### src/kvi_pkg.sv
// Package: shared constants, payload types and state encoding for the keyframe interpolator.
package kvi_pkg;

  localparam int MAX_KEYS  = 16;
  localparam int IDX_W     = $clog2(MAX_KEYS);
  localparam int CNT_W     = $clog2(MAX_KEYS + 1);
  localparam int KC_W      = 5;
  localparam int SLOT_W    = 4;
  localparam int DATA_W    = 32;
  localparam int FRAC_W    = 16;
  localparam int FACTOR_W  = FRAC_W + 1;
  localparam int PROD_W    = FACTOR_W + DATA_W + 2;
  localparam int STEP_W    = $clog2(FRAC_W);
  localparam logic [FACTOR_W-1:0] FACTOR_ONE = FACTOR_W'(1) << FRAC_W;

  typedef enum logic {
    CMD_STORE  = 1'b0,
    CMD_SAMPLE = 1'b1
  } kvi_cmd_t;

  typedef struct packed {
    kvi_cmd_t                  command;
    logic [SLOT_W-1:0]         key_slot;
    logic [DATA_W-1:0]         key_time;
    logic signed [DATA_W-1:0]  key_x;
    logic signed [DATA_W-1:0]  key_y;
    logic signed [DATA_W-1:0]  key_z;
    logic [DATA_W-1:0]         query_time;
  } kvi_in_t;

  typedef struct packed {
    logic signed [DATA_W-1:0]  out_x;
    logic signed [DATA_W-1:0]  out_y;
    logic signed [DATA_W-1:0]  out_z;
    logic                      factor_clamped;
  } kvi_out_t;

  typedef struct packed {
    logic [DATA_W-1:0]         t;
    logic signed [DATA_W-1:0]  x;
    logic signed [DATA_W-1:0]  y;
    logic signed [DATA_W-1:0]  z;
  } kvi_key_t;

  // search packet that moves one cell per cycle
  typedef struct packed {
    logic [DATA_W-1:0]  query;
    logic               found;
    logic               pair_valid;
    kvi_key_t           prev;
    kvi_key_t           key_a;
    kvi_key_t           key_b;
  } kvi_pkt_t;

  typedef enum logic [2:0] {
    ST_IDLE,
    ST_WALK,
    ST_CLS,
    ST_DIV,
    ST_MUL,
    ST_FIN
  } kvi_state_t;

endpackage

### src/kvi_lerp.sv
// Blend unit: one component, base + floor(factor * diff / 2^16), product registered.
module kvi_lerp (
  input  logic                                 clk,
  input  logic [kvi_pkg::FACTOR_W-1:0]         factor,
  input  logic signed [kvi_pkg::DATA_W:0]      diff,
  input  logic signed [kvi_pkg::DATA_W-1:0]    base,
  output logic signed [kvi_pkg::DATA_W-1:0]    value
);
  import kvi_pkg::*;

  logic signed [PROD_W-1:0] prod;
  logic signed [PROD_W-1:0] sum;

  always_ff @(posedge clk) begin
    prod <= $signed({1'b0, factor}) * diff;
  end

  // arithmetic shift gives floor for both signs
  assign sum   = PROD_W'(base) + (prod >>> FRAC_W);
  assign value = sum[DATA_W-1:0];

endmodule

### config.mk
export PLATFORM = sky130hd
export DESIGN_NAME = kvi_lerp
export DESIGN_NICKNAME = d
export VERILOG_FILES = /design/src/kvi_pkg.sv /design/src/kvi_lerp.sv
export SDC_FILE = /design/constraint.sdc
export NUM_CORES = 1
export LEC_CHECK = 0
export ABC_AREA = 1
export BUFFER_PORTS_ARGS = -buffer_cell sky130_fd_sc_hd__buf_2
export CAP_MARGIN = 20
export CORE_UTILIZATION = 60
export CTS_CLUSTER_DIAMETER = 150
export DETAILED_ROUTE_END_ITERATION = 12
export HOLD_SLACK_MARGIN = 0.12
export PLACE_DENSITY = 0.87
export SLEW_MARGIN = 20
export SYNTH_ARGS = -nofsm -noshare
export SYNTH_HDL_FRONTEND = slang
export SYNTH_SLANG_ARGS = --single-unit
### constraint.sdc
create_clock -name clk -period 7.4 [get_ports clk]
set_clock_uncertainty 0.15 [all_clocks]
set_input_delay 0 -clock clk [delete_from_list [all_inputs] [get_ports clk]]
set_output_delay 0 -clock clk [all_outputs]
set_load 0.01 [all_outputs]
Yosys cells after proc, flatten, opt, wreduce, memory -nomap -nowiden
Index checks and enable logic that the tools add are counted.
{ "totals": {"input_bits": 83, "reg_bits": 48} }
{ "classes": {"n_addsub": 1, "multipliers": 1} }
{ "op_table": {"columns": ["op", "n"], "rows": [
  ["$mul A18 B33 Y48", 1],
  ["$add A32 B32 Y32", 1]
]} }

Logic depth before layout (Yosys ltp)
{ "logic_depth": {"word_depth": 1, "depth_mapped": 28, "mapped_depth_nobuf": 26} }

Worst setup path after synthesis
No wires, ideal clock.
{ "synth_timing": {"path_kind": "in2reg", "start": "input port factor[4] (netlist name)", "end": "register prod[43]", "arrival_ns": 5.040, "path_buffers": 2, "slack_ns": 2.097, "t_required_ns": 7.137, "stages": 20, "path_cell_list": "clkbuf_1 -> clkbuf_1 -> nand2_1 -> fa_1 -> fa_1 -> inv_1 -> fa_1 -> fa_1 -> fa_1 -> inv_1 -> fa_1 -> inv_1 -> ha_1 -> a21oi_1 -> o21ai_0 -> o21bai_1 -> a21oi_1 -> nand3_1 -> nand2_1 -> nand2_1"} }
{ "synth_between": {"elab_chain_cells": 1} }
{ "synth_lines": {"columns": ["element", "line", "source"], "rows": [
  ["from (decl)", "kvi_lerp.sv:4", "input logic [kvi_pkg::FACTOR_W-1:0] factor,"],
  ["$mul A18 B33 Y48", "kvi_lerp.sv:15", "prod <= $signed({1'b0, factor}) * diff;"],
  ["to (signal assigned)", "kvi_lerp.sv:15", null],
  ["to (decl)", "kvi_lerp.sv:11", "logic signed [PROD_W-1:0] prod;"]
]} }
Every way passes these cells.

Final worst setup path
{ "layout_timing": {"start": "input port factor[3] (netlist name)", "end": "register prod[45]"} }
Same word-level chain as after synthesis.

==> flow_summary.yaml <==
outcome:
  status: "finished clean"
drt:
  first_pass_iters: 8
  drc: 0
  routed_wl_mm: 60.4
  initialDrtViolationCount: 1609
  wl_per_cell_um: 16.3
  viasPerCell: 5.22
  vias: 19400
  ant_nets: 0
synthesis:
  synth_nets: 3944
  syn-cell-area_um2: 23100
  synth_warnings: 0
  synth_edf_count: 0
  synthCells: 3205
  async_flop_share: 0
  ys_seq_elements: 32
  synthDistinctLibCells: 40
  synth-main-ff-cell: "dfxtp_1"
  avgSynthCellArea_um2: 7.19
  ys_seq_area_frac: 0.0278
finish:
  diodes: 0
  areaGrowthSynthToFinish_pct: 3.94
  drive_gt1_frac: 0.0553
  largestRegisters: "prod: 32 flops"
  layout.nets: 3936
  largest_reg_flops: 32
  layout_common_cells: "1,024 x inv_1, 893 x nand2_1, 515 x fa_1, 141 x ha_1, 114 x buf_2"
  layout_commonest_cell: "inv_1"
  regMostFlops: "prod"
die:
  start_util: 0.611
  num_io_pins: 115
  rows: 71
  core_um2: 37800
  dieArea_um2: 39200
  fp.dieW_um: 198
  die_h_um: 198
critical_path:
  required_ps: 7480
  end_kind: "flop"
  startpoint_type: "primary input"
  critPathMaxFanout: 33
  path_class: "in2reg"
  cp.arrival_ps: 5980
clock_network:
  htreeDepth: 2
  cts.sinks: 32
  cts_made_buffers: 5
  cts_resized: 0
  cts_tree: "yes"
  cts_hold_buf: 0
  path_clk_slew_ps: 50
  postCtsSetupRepairBufs: 0
  cts_buffer_depth: 2
  root_buffer: "clkbuf_16"
place:
  place.gp.congestion: 1.01
  port_buffers: 114
  dpl.hpwl_mm: 49.8
sta:
  fin_crit_sh: 0.797
  hold_viol_final: 0
  grt_setup_unrepaired: "no"
  maxSlewHeadroom: 0.394
  setup_viol: 0
  post-route-min-period_ps: 5900
  worst_slew_pin_slew_ps: 909
  tns_ps: 0
  fmax_mhz: 170
  slew_violations: 0
global_route:
  grt_max_degree: 34
  antenna_found_initial: 0
  grt_pass1_wl_mm: 101
  gr-usage-all-layers: 0.329
  first_global_vias: 20900
  overflow: 0
run:
  cap_violations: 0
worst_hold_path:
  hold_path_class: "in2out"
==> kinds of logic (layout without fill, tap and decap cells) <==
kind of cell / count (synthesis) / count (layout) / share of synthesized area
AOI/OAI and AO/OA: 165 / 165 / 0.0406
xor gates and xnor gates: 52 / 52 / 0.0198
buffers and inverters: 1170 / 1163 / 0.191
adders and majority gates: 656 / 656 / 0.524
DFF: 32 / 32 / 0.0278
and+or+nand+nor: 1130 / 1130 / 0.197
==> critical path, cell delays in order <==
cell and delay [ps]:
buf_2 600, nand2_1 290, fa_1 680, fa_1 670, inv_1 170, fa_1 430, fa_1 520, fa_1 560
inv_1 60, fa_1 470, inv_1 40, ha_1 400, nand2_1 120, nor2_1 170, nand2_1 110, nor2_1 180
nand3_1 200, nand3_1 140, nand2_1 60, nand2_1 60
==> layout make-up <==
cell class / count / area, um2
Multi-Input combinational cell: 2003 / 18000
Tap cell: 511 / 639
Sequential cell: 32 / 641
Timing Repair Buffer: 115 / 578
Fill cell: 3204 / 13800
Clock buffer: 7 / 153
Clock inverter: 1 / 30.0
Inverter: 1040 / 3900
==> synthesized netlist by cell type (all sizes together) (2+ instances only) <==
library cell,n,share of area
inv,1035,0.17
nand2,912,0.15
fa,515,0.45
ha,141,0.077
clkbuf,127,0.021
nor2,115,0.021
a21oi,85,0.019
nand3,61,0.013
o21ai,41,0.0092
xor2,36,0.014
dfxtp,32,0.028
nand4,22,0.0060
o21bai,17,0.0057
xnor2,16,0.0061
a21o,10,0.0033
nor3,9,0.0026
a21boi,6,0.0020
a31oi,5,0.0014
clkinv,5,0.00081
buf,3,0.00065
and2,2,0.00054
and3,2,0.00054
nand3b,2,0.00065
nor4,2,0.0012
==> routing by layer <==
metal,vias to the layer above,part of all wire,GRT usage,wire length [um]
met4,0,0.042,0.145,2530
met5,-,0,0,0
met2,919,0.49,0.574,29500
met3,213,0.090,0.0530,5410
li1,8906,-,-,-
met1,9331,0.38,0.403,23000
==> path summary, 6_finish.rpt <==
kind / startpoint / to / cells past startpoint
max: factor[3] / prod[45]$_DFF_P_ / 20
min: base[0] / value[0] / 3
==> metrics by stage <==
step            util  hold WS, ps  setup slack, ps  area [um2]  instances
2_1_floorplan      -        0.651             2100       23100       3205
3_3_place_gp   0.630          158             1320       23800       3701
3_5_place_dp   0.630          168             1300       23800       3701
4_1_cts        0.635          174             1580       24000       3709
5_1_grt        0.635          196             1090       24000       3709
6_report       0.635          170             1500       24000       3709
Power is left out: the tool's default activity adds up to more than one toggle a clock period on the data nets, which glitch-free logic cannot reach.
