### config.mk
export PLATFORM = sky130hd
export DESIGN_NAME = kvi_cell
export DESIGN_NICKNAME = d
export VERILOG_FILES = /design/src/kvi_pkg.sv /design/src/kvi_cell.sv
export SDC_FILE = /design/constraint.sdc
export NUM_CORES = 1
export LEC_CHECK = 0
export BUFFER_PORTS_ARGS = -buffer_cell sky130_fd_sc_hd__buf_2
export CORE_AREA = 2 2 383 385
export CTS_CLUSTER_SIZE = 28
export DETAILED_ROUTE_END_ITERATION = 8
export DIE_AREA = 0 0 385 387
export HOLD_SLACK_MARGIN = 0.05
export PLACE_DENSITY = 0.41
export SLEW_MARGIN = 20
export SYNTH_ARGS = -nofsm -noshare
export SYNTH_HDL_FRONTEND = slang
export SYNTH_SLANG_ARGS = --single-unit
### constraint.sdc
create_clock -name clk -period 46.8 [get_ports clk]
set_input_delay 7.02 -clock clk [delete_from_list [all_inputs] [get_ports clk]]
set_output_delay 7.02 -clock clk [all_outputs]
set_load 0.02 [all_outputs]
### src/kvi_pkg.sv
// Package: shared constants, payload types and state encoding for the keyframe interpolator.
package kvi_pkg;

  localparam int MAX_KEYS  = 16;
  localparam int IDX_W     = $clog2(MAX_KEYS);
  localparam int CNT_W     = $clog2(MAX_KEYS + 1);
  localparam int KC_W      = 5;
  localparam int SLOT_W    = 4;
  localparam int DATA_W    = 32;
  localparam int FRAC_W    = 16;
  localparam int FACTOR_W  = FRAC_W + 1;
  localparam int PROD_W    = FACTOR_W + DATA_W + 2;
  localparam int STEP_W    = $clog2(FRAC_W);
  localparam logic [FACTOR_W-1:0] FACTOR_ONE = FACTOR_W'(1) << FRAC_W;

  typedef enum logic {
    CMD_STORE  = 1'b0,
    CMD_SAMPLE = 1'b1
  } kvi_cmd_t;

  typedef struct packed {
    kvi_cmd_t                  command;
    logic [SLOT_W-1:0]         key_slot;
    logic [DATA_W-1:0]         key_time;
    logic signed [DATA_W-1:0]  key_x;
    logic signed [DATA_W-1:0]  key_y;
    logic signed [DATA_W-1:0]  key_z;
    logic [DATA_W-1:0]         query_time;
  } kvi_in_t;

  typedef struct packed {
    logic signed [DATA_W-1:0]  out_x;
    logic signed [DATA_W-1:0]  out_y;
    logic signed [DATA_W-1:0]  out_z;
    logic                      factor_clamped;
  } kvi_out_t;

  typedef struct packed {
    logic [DATA_W-1:0]         t;
    logic signed [DATA_W-1:0]  x;
    logic signed [DATA_W-1:0]  y;
    logic signed [DATA_W-1:0]  z;
  } kvi_key_t;

  // search packet that moves one cell per cycle
  typedef struct packed {
    logic [DATA_W-1:0]  query;
    logic               found;
    logic               pair_valid;
    kvi_key_t           prev;
    kvi_key_t           key_a;
    kvi_key_t           key_b;
  } kvi_pkt_t;

  typedef enum logic [2:0] {
    ST_IDLE,
    ST_WALK,
    ST_CLS,
    ST_DIV,
    ST_MUL,
    ST_FIN
  } kvi_state_t;

endpackage

### src/kvi_cell.sv
// Key cell: holds one key and applies its step of the interval search to the passing packet.
module kvi_cell (
  input  logic                         clk,
  input  logic [kvi_pkg::IDX_W-1:0]    idx,
  input  logic [kvi_pkg::CNT_W-1:0]    n_keys,
  input  logic                         wr_en,
  input  logic [kvi_pkg::SLOT_W-1:0]   wr_slot,
  input  kvi_pkg::kvi_key_t            wr_key,
  input  kvi_pkg::kvi_pkt_t            pkt_in,
  output kvi_pkg::kvi_pkt_t            pkt_out
);
  import kvi_pkg::*;

  kvi_key_t key;
  kvi_pkt_t pkt_next;
  logic     active;
  logic     search;
  logic     hit;

  always_ff @(posedge clk) begin
    if (wr_en && (32'(wr_slot) == 32'(idx))) begin
      key <= wr_key;
    end
    pkt_out <= pkt_next;
  end

  always_comb begin
    active   = CNT_W'(idx) < n_keys;
    search   = active && (idx != '0);
    hit      = pkt_in.query < key.t;
    pkt_next = pkt_in;
    // first cell that sees a hit owns the interval; cell 1 also sets the fallback pair
    if (search && !pkt_in.found) begin
      if (hit || !pkt_in.pair_valid) begin
        pkt_next.key_a      = pkt_in.prev;
        pkt_next.key_b      = key;
        pkt_next.pair_valid = 1'b1;
      end
      pkt_next.found = hit;
    end
    if (active) begin
      pkt_next.prev = key;
    end
  end

endmodule

After elaboration in Yosys (flattened, before gate mapping)
Cells that the tools add are included.
Word-level totals
  register bits after elaboration: 546
  input bits: 561
Cells by class
  magnitude comparators: 2
  equality and inequality tests: 1
  multiplexer cells: 5
  reduce and logical (&&, ||, !) cells: 7
Operators with widths (count)
  $mux W256: 2
  $mux W128: 1
  $lt A32 B32 Y1: 1
  $lt A4 B5 Y1: 1
  $eq A4 B4 Y1: 1
  $reduce_bool A4 Y1: 1
  $logic_and A1 B1 Y1: 3
  $logic_not A1 Y1: 2
  $mux W2: 1
  $logic_or A1 B1 Y1: 1
  $mux W1: 1

Longest topological paths before layout
  depth in word-level cells: 4
  gate-level depth with buffers: 11
  depth with buffers taken out: 8

Worst setup path after synthesis
Ideal clock, no wire load.
  path kind: input-to-reg
  start: in idx[2] (netlist bit)
  end: reg key[0] (netlist bit) (enable)
  data arrival time: 19.383 ns
  data required time: 45.872 ns
  slack: 26.489 ns
  stages: 2
  path buffers: 0
  cells stage by stage: xor2_1 -> nor4_1
Between the ends
  longest elaborated chain between the ends: 2
RTL lines
  start: declaration: RTL line kvi_cell.sv:4  | input logic [kvi_pkg::IDX_W-1:0] idx,
  $eq A4 B4 Y1: RTL line kvi_cell.sv:21  | if (wr_en && (32'(wr_slot) == 32'(idx))) begin
  $logic_and A1 B1 Y1: RTL line kvi_cell.sv:21
  end signal: assignment: RTL line kvi_cell.sv:22  | key <= wr_key;
  end: declaration: RTL line kvi_cell.sv:14  | kvi_key_t key;
Every way passes these cells.
A chain may end at the register's enable or synchronous reset.

==> flow_summary.toml <==
[run_status]
outcome = "complete, no violations"

[clock_network]
htree_num_levels = 3
ctsHoldBuffers = 0
cts_buffers = 72
cts_buffer_depth = 3
clockRootBuffer = "clkbuf_16"
cts_tree = "yes"
cts_sinks = 546
cts.clk_slew.worst_paths_ps = 60
post_cts_buffers = 0
clkLatencyLatePin_ps = 670
cts.repair.resized = 0

[critical_path]
r2r_setup_slack_ps = 42010
critPathMaxFanout = 72
required_ps = 47280
startpoint_type = "input port"
r2r_end = "pkt_out[181]"
crit_arrival_ps = 11240
end_kind = "flip-flop"
timing.rr.start = "key[111]"
critPathKind = "in2reg"
r2r_cells = 10

[routing]
viasPerCell = 3.84
num_vias = 17800
ant_nets = 0
routedWlPerCell_um = 23.9
first_iter_violations = 740
wl_um = 111000
first_pass_iters = 4
drc_errors = 0

[logic_synthesis]
synth.net_count = 2332
synth_warnings = 0
ys_ff_latch = 546
syn_area_mm2 = 0.0193
post_synth.cell_area_avg_um2 = 11.1
ys_seq_area_share_pct = 63.4
synthDistinctLibCells = 36
syn_inst = 1737

[grt]
grt_antenna_before_repair = 47
grt_pass1_wl_um = 148000
grt_usage_pct = 14.2
grt_pass1_vias = 18100
grt-ovfl-total = 0
grt_max_degree = 73

[power_and_ir_drop]
power_switching_mw = 0.395
p_clk_share_pct = 42.2
p_per_area_mw_per_mm2 = 46.2
leakage_nw = 12.5
finalPower_mw = 1.31
internal_power_mw = 0.916
peakVddDrop_uv = 23.6
combPwrFrac_pct = 16.6
p_seq_share_pct = 41.3
switching_share_pct = 30.1

[min_path]
hp-start = "key[9]"
holdCritPathClass = "reg2reg"
min_path_cells = 1
min_to = "pkt_out[265]"

[die]
dieWidth_um = 385
start_util_pct = 13.3
rows = 140
core_mm2 = 0.145
die-area_mm2 = 0.149
ios = 979
die_h_um = 387

[run]
max_cap_violations = 0

[layout]
n_fill_cell = 16200
syn_to_final_growth_pct = 47.2
layout-drive-gt1-share_pct = 46.1
final_nets = 3257

[sta]
fmax_mhz = 93.0
min_period_ps = 10750
drv_slew = 0
max_slew.worst_pin.slew_ps = 1010
fin_skew_ps = 33.4
max-slew-margin-rel_pct = 32.5
finalSetupViolations = 0
tns_ps = 0
hold_viol = 0
rsz0062_at_grt = "false"
min_period_over_period_pct = 23.0

[placed_design]
placement.io_buffers = 978
hpwl_um = 84700
gp_congestion = 0.904
-- cells in the final DEF (no fill, tap or decap), drive strengths merged --
cell type	netlist	layout
edfxtp	128	128
nor3b	1	1
ha	34	34
inv	35	43
or2	1	1
nor2	5	5
a21o	3	3
clkinv	0	19
nand2b	2	2
xnor2	1	1
a31oi	1	1
clkbuf	98	104
a221o	1	1
a211o	1	1
nand2	268	268
buf	57	1006
o22ai	257	257
or4	1	1
and2	1	1
o21ai	7	7
nand4	3	3
nor4	3	3
diode	0	8
nor3	2	2
a21oi	15	15
xor2	3	3
clkinvlp	0	1
a2111oi	1	1
a2bb2oi	1	1
mux2	128	128
bufinv	0	1
o21a	3	3
nand3	257	257
nor2b	1	1
dfxtp	418	418
-- sequential cells by signal, indices dropped and copies added, names as in the netlist --
| signal | count |
|---|---|
| pkt_out | 418 |
| key | 128 |
-- per-layer routing --
layer	GRT usage (%)	share of wire, %	vias to the layer above	wire [µm]
met1	16.8	41	8740	45100
met4	4.24	2.3	24	2580
met2	24.6	50	796	55000
met3	4.14	7.5	171	8290
li1	-	-	8101	-
met5	0	0.13	-	149
-- cells in the mapped netlist, drive strengths merged --
| master | number | area share, % |
|---|---|---|
| or2 | 1 | 0.032 |
| a2bb2oi | 1 | 0.045 |
| o21ai | 7 | 0.18 |
| inv | 35 | 0.68 |
| nand3 | 257 | 6.7 |
| or4 | 1 | 0.039 |
| a21oi | 15 | 0.39 |
| xor2 | 3 | 0.14 |
| a31oi | 1 | 0.032 |
| o21a | 3 | 0.12 |
| edfxtp | 128 | 20 |
| ha | 34 | 2.2 |
| mux2 | 128 | 7.5 |
| dfxtp | 418 | 43 |
| nand2b | 2 | 0.065 |
| xnor2 | 1 | 0.045 |
| a2111oi | 1 | 0.078 |
| a221o | 1 | 0.052 |
| nand4 | 3 | 0.097 |
| nor3 | 2 | 0.052 |
| nor4 | 3 | 0.13 |
| nand2 | 268 | 5.2 |
| and2 | 1 | 0.032 |
| clkbuf | 98 | 1.9 |
| buf | 57 | 2.3 |
| a21o | 3 | 0.12 |
| o22ai | 257 | 8.3 |
| nor2b | 1 | 0.032 |
| a211o | 1 | 0.045 |
| nor2 | 5 | 0.097 |
| nor3b | 1 | 0.039 |
-- power groups by stage --
stage | clock [mW] | sequential, mW | combinational (mW)
after floorplan | 0 | 0.596 | 0.0640
after global placement | 0 | 0.551 | 0.220
after detailed placement | 0 | 0.551 | 0.220
after CTS | 0.575 | 0.541 | 0.221
after global routing | 0.590 | 0.544 | 0.232
final | 0.553 | 0.541 | 0.217
-- how the worst max path moves through the flow --
| stage | depth (start not counted) | from | end |
|---|---|---|---|
| floorplan | 2 | idx[2] | key[0] |
| global placement | 10 | pkt_in[401] | pkt_out[178] |
| detailed placement | 10 | pkt_in[401] | pkt_out[181] |
| CTS | 10 | pkt_in[401] | pkt_out[211] |
| global route | 10 | pkt_in[399] | pkt_out[178] |
| finish | 10 | pkt_in[401] | pkt_out[181] |
-- area by class of cell --
| cell class | count | area, µm² | area share, % |
|---|---|---|---|
| antenna | 8 | 20.0 | 0.0706 |
| sequential | 546 | 12200 | 43.0 |
| clock inverter | 29 | 248 | 0.873 |
| tap | 1917 | 2400 | 8.45 |
| inverter | 35 | 131 | 0.463 |
| clock buffer | 104 | 2070 | 7.31 |
| multi-input combinational | 1001 | 6180 | 21.8 |
| timing repair buffer | 1006 | 5100 | 18.0 |
-- cells by family after synthesis --
group | Yosys count | share of synthesized area (%)
and+or+nand+nor | 545 | 12.5
muxes | 128 | 7.48
xor gates and xnor gates | 4 | 0.182
adders and majority gates | 34 | 2.21
buffers and inverters | 190 | 4.84
AOI/OAI and AO/OA | 290 | 9.40
DFF | 546 | 63.4
-- critical path: stages --
cell	delay (ps)
buf_2	110
ha_1	320
a21oi_1	160
o21ai_0	230
a31oi_1	540
a2111oi_2	210
nor4_4	710
buf_4	720
buf_4	810
o22ai_1	150
-- stage by stage --
step                cell area [µm²]  std cells  hold slack, ps  setup slack (ps)  util (%)
finish                        28400       4646             503             36050      19.6
global route                  28400       4642             519             35760      19.6
CTS                           28300       4638             499             35960      19.6
detailed placement            26000       4505             489             35210      18.0
global placement              26000       4505             485             35280      18.0
floorplan                     19300       1737             476             26490         -
No activity file was read; power rests on OpenSTA's default activity.
