`config.mk`:
```
export PLATFORM = sky130hd
export DESIGN_NAME = kvi_div
export DESIGN_NICKNAME = d
export VERILOG_FILES = /design/src/kvi_pkg.sv /design/src/kvi_div.sv
export SDC_FILE = /design/constraint.sdc
export NUM_CORES = 1
export LEC_CHECK = 0
export BUFFER_PORTS_ARGS = -buffer_cell sky130_fd_sc_hd__buf_2
export CAP_MARGIN = 20
export CORE_MARGIN = 2
export CORE_UTILIZATION = 36
export CTS_CLUSTER_SIZE = 40
export DETAILED_ROUTE_END_ITERATION = 10
export PLACE_DENSITY = 0.63
export SLEW_MARGIN = 20
export SYNTH_ARGS = -nofsm -noshare
export SYNTH_HDL_FRONTEND = slang
export SYNTH_SLANG_ARGS = --single-unit
```
`constraint.sdc`:
```
create_clock -name clk -period 5.1 [get_ports clk]
set_input_delay 1.275 -clock clk [delete_from_list [all_inputs] [get_ports clk]]
set_output_delay 1.275 -clock clk [all_outputs]
set_load 0.005 [all_outputs]
```
`src/kvi_pkg.sv`:
```
// Package: shared constants, payload types and state encoding for the keyframe interpolator.
package kvi_pkg;

  localparam int MAX_KEYS  = 16;
  localparam int IDX_W     = $clog2(MAX_KEYS);
  localparam int CNT_W     = $clog2(MAX_KEYS + 1);
  localparam int KC_W      = 5;
  localparam int SLOT_W    = 4;
  localparam int DATA_W    = 32;
  localparam int FRAC_W    = 16;
  localparam int FACTOR_W  = FRAC_W + 1;
  localparam int PROD_W    = FACTOR_W + DATA_W + 2;
  localparam int STEP_W    = $clog2(FRAC_W);
  localparam logic [FACTOR_W-1:0] FACTOR_ONE = FACTOR_W'(1) << FRAC_W;

  typedef enum logic {
    CMD_STORE  = 1'b0,
    CMD_SAMPLE = 1'b1
  } kvi_cmd_t;

  typedef struct packed {
    kvi_cmd_t                  command;
    logic [SLOT_W-1:0]         key_slot;
    logic [DATA_W-1:0]         key_time;
    logic signed [DATA_W-1:0]  key_x;
    logic signed [DATA_W-1:0]  key_y;
    logic signed [DATA_W-1:0]  key_z;
    logic [DATA_W-1:0]         query_time;
  } kvi_in_t;

  typedef struct packed {
    logic signed [DATA_W-1:0]  out_x;
    logic signed [DATA_W-1:0]  out_y;
    logic signed [DATA_W-1:0]  out_z;
    logic                      factor_clamped;
  } kvi_out_t;

  typedef struct packed {
    logic [DATA_W-1:0]         t;
    logic signed [DATA_W-1:0]  x;
    logic signed [DATA_W-1:0]  y;
    logic signed [DATA_W-1:0]  z;
  } kvi_key_t;

  // search packet that moves one cell per cycle
  typedef struct packed {
    logic [DATA_W-1:0]  query;
    logic               found;
    logic               pair_valid;
    kvi_key_t           prev;
    kvi_key_t           key_a;
    kvi_key_t           key_b;
  } kvi_pkt_t;

  typedef enum logic [2:0] {
    ST_IDLE,
    ST_WALK,
    ST_CLS,
    ST_DIV,
    ST_MUL,
    ST_FIN
  } kvi_state_t;

endpackage

```
`src/kvi_div.sv`:
```
// Restoring divider: Q1.16 quotient of a dividend no larger than the divisor, one bit per cycle.
module kvi_div (
  input  logic                             clk,
  input  logic                             rst,
  input  logic                             start,
  input  logic [kvi_pkg::DATA_W-1:0]       dividend,
  input  logic [kvi_pkg::DATA_W-1:0]       divisor,
  output logic                             done,
  output logic [kvi_pkg::FACTOR_W-1:0]     quot
);
  import kvi_pkg::*;

  logic                busy;
  logic [STEP_W-1:0]   cnt;
  logic [DATA_W-1:0]   rem;
  logic [DATA_W:0]     rem2;
  logic [DATA_W:0]     rem2_sub;
  logic                ge;
  logic                ge0;

  always_comb begin
    rem2     = {rem, 1'b0};
    rem2_sub = rem2 - {1'b0, divisor};
    ge       = rem2 >= {1'b0, divisor};
    ge0      = dividend >= divisor;
  end

  always_ff @(posedge clk) begin
    if (rst) begin
      busy <= 1'b0;
      done <= 1'b0;
      cnt  <= '0;
    end else begin
      done <= busy && (cnt == STEP_W'(FRAC_W - 1));
      if (start) begin
        busy <= 1'b1;
        cnt  <= '0;
      end else if (busy) begin
        cnt <= cnt + 1'b1;
        if (cnt == STEP_W'(FRAC_W - 1)) begin
          busy <= 1'b0;
        end
      end
    end
  end

  always_ff @(posedge clk) begin
    if (start) begin
      // integer bit: set only when dividend equals divisor
      rem  <= ge0 ? (dividend - divisor) : dividend;
      quot <= {{(FACTOR_W-1){1'b0}}, ge0};
    end else if (busy) begin
      rem  <= ge ? rem2_sub[DATA_W-1:0] : rem2[DATA_W-1:0];
      quot <= {quot[FACTOR_W-2:0], ge};
    end
  end

endmodule

```
# Word-level counts from Yosys, hierarchy flattened
# Index checks and enable logic that the tools add are counted.
[word_totals] out_inout_bits=18 regBits=55 input_bits=67 word_cells=24
[classes] eq_ne=1 add_sub_neg=3 reduce_logical=3 order_cmp=2 mux=9
[op_table] operator="32-bit 2-to-1 mux" count=4
[op_table] operator="32-bit subtractor" count=2
[op_table] operator="33-bit by 32-bit >= comparator with 1-bit output" count=1
[op_table] operator="32-bit >= comparator" count=1
[op_table] operator="1-bit 2-to-1 mux" count=5
[op_table] operator="4-bit by 1-bit adder with 4-bit output, second input constant" count=1
[op_table] operator="4-bit == test, second input constant" count=1
[op_table] operator="2-bit nonzero test" count=1
[op_table] operator="2-bit OR reduction" count=1
[op_table] operator="1-bit logical AND" count=1

# Depth between registers and ports, before layout
[depth] word_depth=4 mapped_depth=14 mapped_depth_nobuf=12

# Least setup slack after synthesis
# OpenSTA, ideal clock, no wires.
[synth_timing] path_kind="input to register" startpoint="in divisor[15] (netlist bit)" endpoint="reg rem[23] (data pin)" path_stages=13 n_path_buf=2 path_slack_ns=1.273 t_arrival_ns=3.567 setup_ns=0.260 cell_sequence="inv_1 > ha_1 > buf_2 > a21o_1 > a31o_1 > or3_1 > a211o_1 > a311oi_2 > nor2_1 > buf_6 > nor2_1 > a21oi_1 > mux2_2"
[synth_via] elab_chain_len=4 elab_cells_between_ends=8 cone_classes="2 x add/sub; 2 x order compare; 4 x mux"
[synth_rtl] item="from (decl)" line_no="kvi_div.sv:7" source="input logic [kvi_pkg::DATA_W-1:0] divisor,"
[synth_rtl] item="32-bit subtractor / 33-bit by 32-bit >= comparator with 1-bit output (equally long branches)" line_no="kvi_div.sv:23, kvi_div.sv:24"
[synth_rtl] item="32-bit 2-to-1 mux" line_no="kvi_div.sv:53" source="rem <= ge ? rem2_sub[DATA_W-1:0] : rem2[DATA_W-1:0];"
[synth_rtl] item="32-bit 2-to-1 mux" line_no="kvi_div.sv:52" source="end else if (busy) begin"
[synth_rtl] item="32-bit 2-to-1 mux *" line_no="kvi_div.sv:48" source="if (start) begin"
[synth_rtl] item="to (signal assigned)" line_no="kvi_div.sv:50" source="rem <= ge0 ? (dividend - divisor) : dividend;"
[synth_rtl] item="to (signal assigned)" line_no="kvi_div.sv:53"
[synth_rtl] item="to (decl)" line_no="kvi_div.sv:15" source="logic [DATA_W-1:0] rem;"
# Mark *: on every way between the ends. The rest lies on a longest branch, timed or not. The select of a mux whose other input is x is not followed.
# A chain may end at the register's enable or synchronous reset.

# Worst setup path after layout
[layout_timing] startpoint="in divisor[6] (netlist bit)" endpoint="reg rem[8] (data pin)"
# Same word-level chain as after synthesis.

==> out/metrics.yaml <==
grt_pass1_vias: 5707
drive_gt1_share_pct: 13.45
ant_nets: 0
fmax_ghz: 0.2284
area_delta_synth_final_pct: 12.90
critPathLaunchType: "primary input"
drt_iter0_drc: 399
critical-path-slowest-cell: "a31oi_4"
drtPass1Iterations: 5
syn-num-nets: 937
core-area_um2: 17180
yosysWarnings: 0
hp-start: "quot[16]"
synth_area_um2: 6287
avgSynthCellArea_um2: 7.830
viasPerCell: 5.581
relSlewSlack_pct: 30.81
maxSlewViolCount: 0
grt.total_usage_pct: 19.72
power_density_nw_per_um2: 340.9
synthTopCellsByArea: "edfxtp_1 (16%), ha_1 (13%), dfxtp_1 (7.0%)"
grt_first_pass_wirelength_um: 29150
grt_setup_unrepaired: "false"
seq_area_um2: 1431
synth.largest_area_cell: "edfxtp_1"
fillerInstances: 1833
hold_ws_ps: 494.2
num_antenna_cells: 0
start_util_pct: 36.60
path_clk_slew_ps: 80
grt_max_degree: 51
drv_cap: 0
peakVddDrop_mv: 0.1803
portBuffers: 84
finalSetupViolCount: 0
fin_ws_ps: 722.0
clk_latency_ps: 320
cts_buffer_depth: 2
dp_hpwl_um: 14330
min_path_cells: 2
fin_crit_ps: 4378
die_h_um: 136.2
antenna_found_initial: 0
worstMarginPinSlew_ps: 1038
reg2reg_to: "rem[8]"
std_cell_rows: 48
ctsResizeCount: 0
boundaryPins: 85
fin_nets: 1003
synthCells: 803
drc: 0
path_max_fanout: 31
post-place-ws_ps: 441.1
timing.critical_path.buf_inv: 3
setup-tns-final_ps: 0
hold_viol: 0
routedWlPerCell_um: 16.58
synth_top_area_share_pct: 15.76
synth_cell_types: 66
ys_seq_elements: 55
min_path_type: "reg2reg"
cts_tree: "yes"
gr-total-overflow: 0
cts.sinks: 55
htreeDepth: 2
critical_path_required_ps: 5150
timing.rr.start: "rem[5]"
num_vias: 6111
setup.worst_path.class: "in2reg"
ff2ff_setup_slack_ps: 1400
cellLeakagePower_nw: 3.108
cp_num_cells: 13
synth_common_cells: "a21oi_1 (79), nor2_1 (67), nand2_1 (66)"
fin_skew_ps: 11.70
status: "complete, no violations"
r2r_cells: 11
synth_ff_type: "edfxtp_1"
yosys.cell_count.top_type: "a21oi_1"
post-cts-setup-buffers: 0
cp_slowest_stage_delay_ps: 870
crit_family: "compound AO/OA/AOI/OAI gates"
synth-edff-count: 33
die_w_um: 136.2
worst_ep_arrival_time_ps: 4430
path_cells: "buf_2, inv_1, ha_1, and4_1, and3_1, a21boi_1, nor4_1, o21ai_1, a31oi_4, buf_4, nor2_1, a211oi_1, a21oi_1"
holdPathEnd: "quot[16]"
wirelength_um: 18150
worst_setup_path_end_kind: "flop"
die_area_um2: 18540
globalplace.congestion: 0.8863
final_util_pct: 41.32
period_share_pct: 85.84
numCtsBuffers: 5
cts_hold_buffers: 0
cts-root-buf: "clkbuf_16"
multiInputGateArea_um2: 4521
synth-seq-area-share_pct: 22.77
async_reset_ff_share_pct: 0
-- metrics by stage --
stage	total power (W)	std cells	instance area (um^2)
6_report	0.002420	1095	7098
5_1_grt	0.002615	1095	7098
4_1_cts	0.002415	1095	7098
3_5_place_dp	0.002015	1087	6944
3_3_place_gp	0.002007	1087	6944
2_1_floorplan	0.001674	803	6287
-- kinds of logic (layout without fill, tap and decap cells) --
logic type,Yosys count,count (layout),share of synthesized area [%]
buffers and inverters,87,154,5.691
multiplexers,30,30,4.816
XOR/XNOR,46,46,6.408
AO/OA/AOI/OAI,280,280,28.64
adder cells (fa/ha/maj),67,67,13.57
AND/OR/NAND/NOR,238,238,18.11
flip-flops,55,55,22.77
-- worst register-to-register path: stages, from the launching register on --
cell and delay (ps):
edfxtp_1 410, ha_1 360, and4_1 250, and3_1 220
a21boi_1 160, nor4_1 320, o21ai_1 200, a31oi_4 870
buf_4 300, nor2_1 60, a211oi_1 220, a21oi_1 60
-- area by class of cell --
type | count | share of cell area, %
clock buffer | 5 | 1.763
clock inverter | 3 | 0.4054
inverter | 50 | 2.644
multi-input combinational | 661 | 63.69
sequential | 55 | 20.17
tap | 225 | 3.966
timing repair buffer | 96 | 7.368
-- registers in the layout (all words and copies together), names as in the netlist --
| signal | count |
|---|---|
| busy | 1 |
| quot | 17 |
| rem | 32 |
| done | 1 |
| cnt | 4 |
-- worst max-delay path by stage --
stage | startpoint | to | slack [ps]
floorplan | divisor[15] | rem[23] | 1270
global placement | divisor[6] | rem[11] | 490
detailed placement | divisor[6] | rem[7] | 440
CTS | divisor[7] | rem[7] | 780
global route | divisor[7] | rem[8] | 460
finish | divisor[6] | rem[8] | 720
-- report_power, final --
group          internal [W]  switching (W)
clock              0.000191       0.000200
combinational      0.000588       0.000805
sequential         0.000585      0.0000508
total               0.00136        0.00106
-- routing by layer --
| layer | vias to the layer above | GRT usage [%] | share of wire [%] | wire [um] |
|---|---|---|---|---|
| met1 | 2851 | 27.26 | 48 | 8783 |
| met3 | 11 | 3.318 | 4.9 | 898 |
| met5 | - | 0 | 0 | 0 |
| li1 | 3109 | - | - | - |
| met2 | 140 | 32.22 | 45 | 8250 |
| met4 | 0 | 4.225 | 1.2 | 219 |
-- layout by cell type, fill, tap and decap left out, types with 4 or more instances in the layout --
cell       instances
a21boi_1           4
or3_1              5
a211oi_1          28
a21boi_0           4
nor2b_1           10
dfxtp_1           22
and2_1             4
and3_1            14
nor2_1            66
o21a_1             9
o31ai_1            5
nor3_1            21
o21ai_0           43
o21ai_1           24
nand4_1            5
o211ai_1           7
xor2_1            18
nand2_1           66
clkbuf_16          5
nand3_1           17
a31oi_1            6
nor4_1             6
a21o_1            23
o21bai_1           6
nor3b_1            7
buf_2             84
xnor2_1           28
inv_1             50
ha_1              65
mux2i_1           28
buf_4             11
nand2b_1           6
edfxtp_1          33
a21oi_1           79
o31a_1             4
No activity file was read; power rests on OpenSTA's default activity.
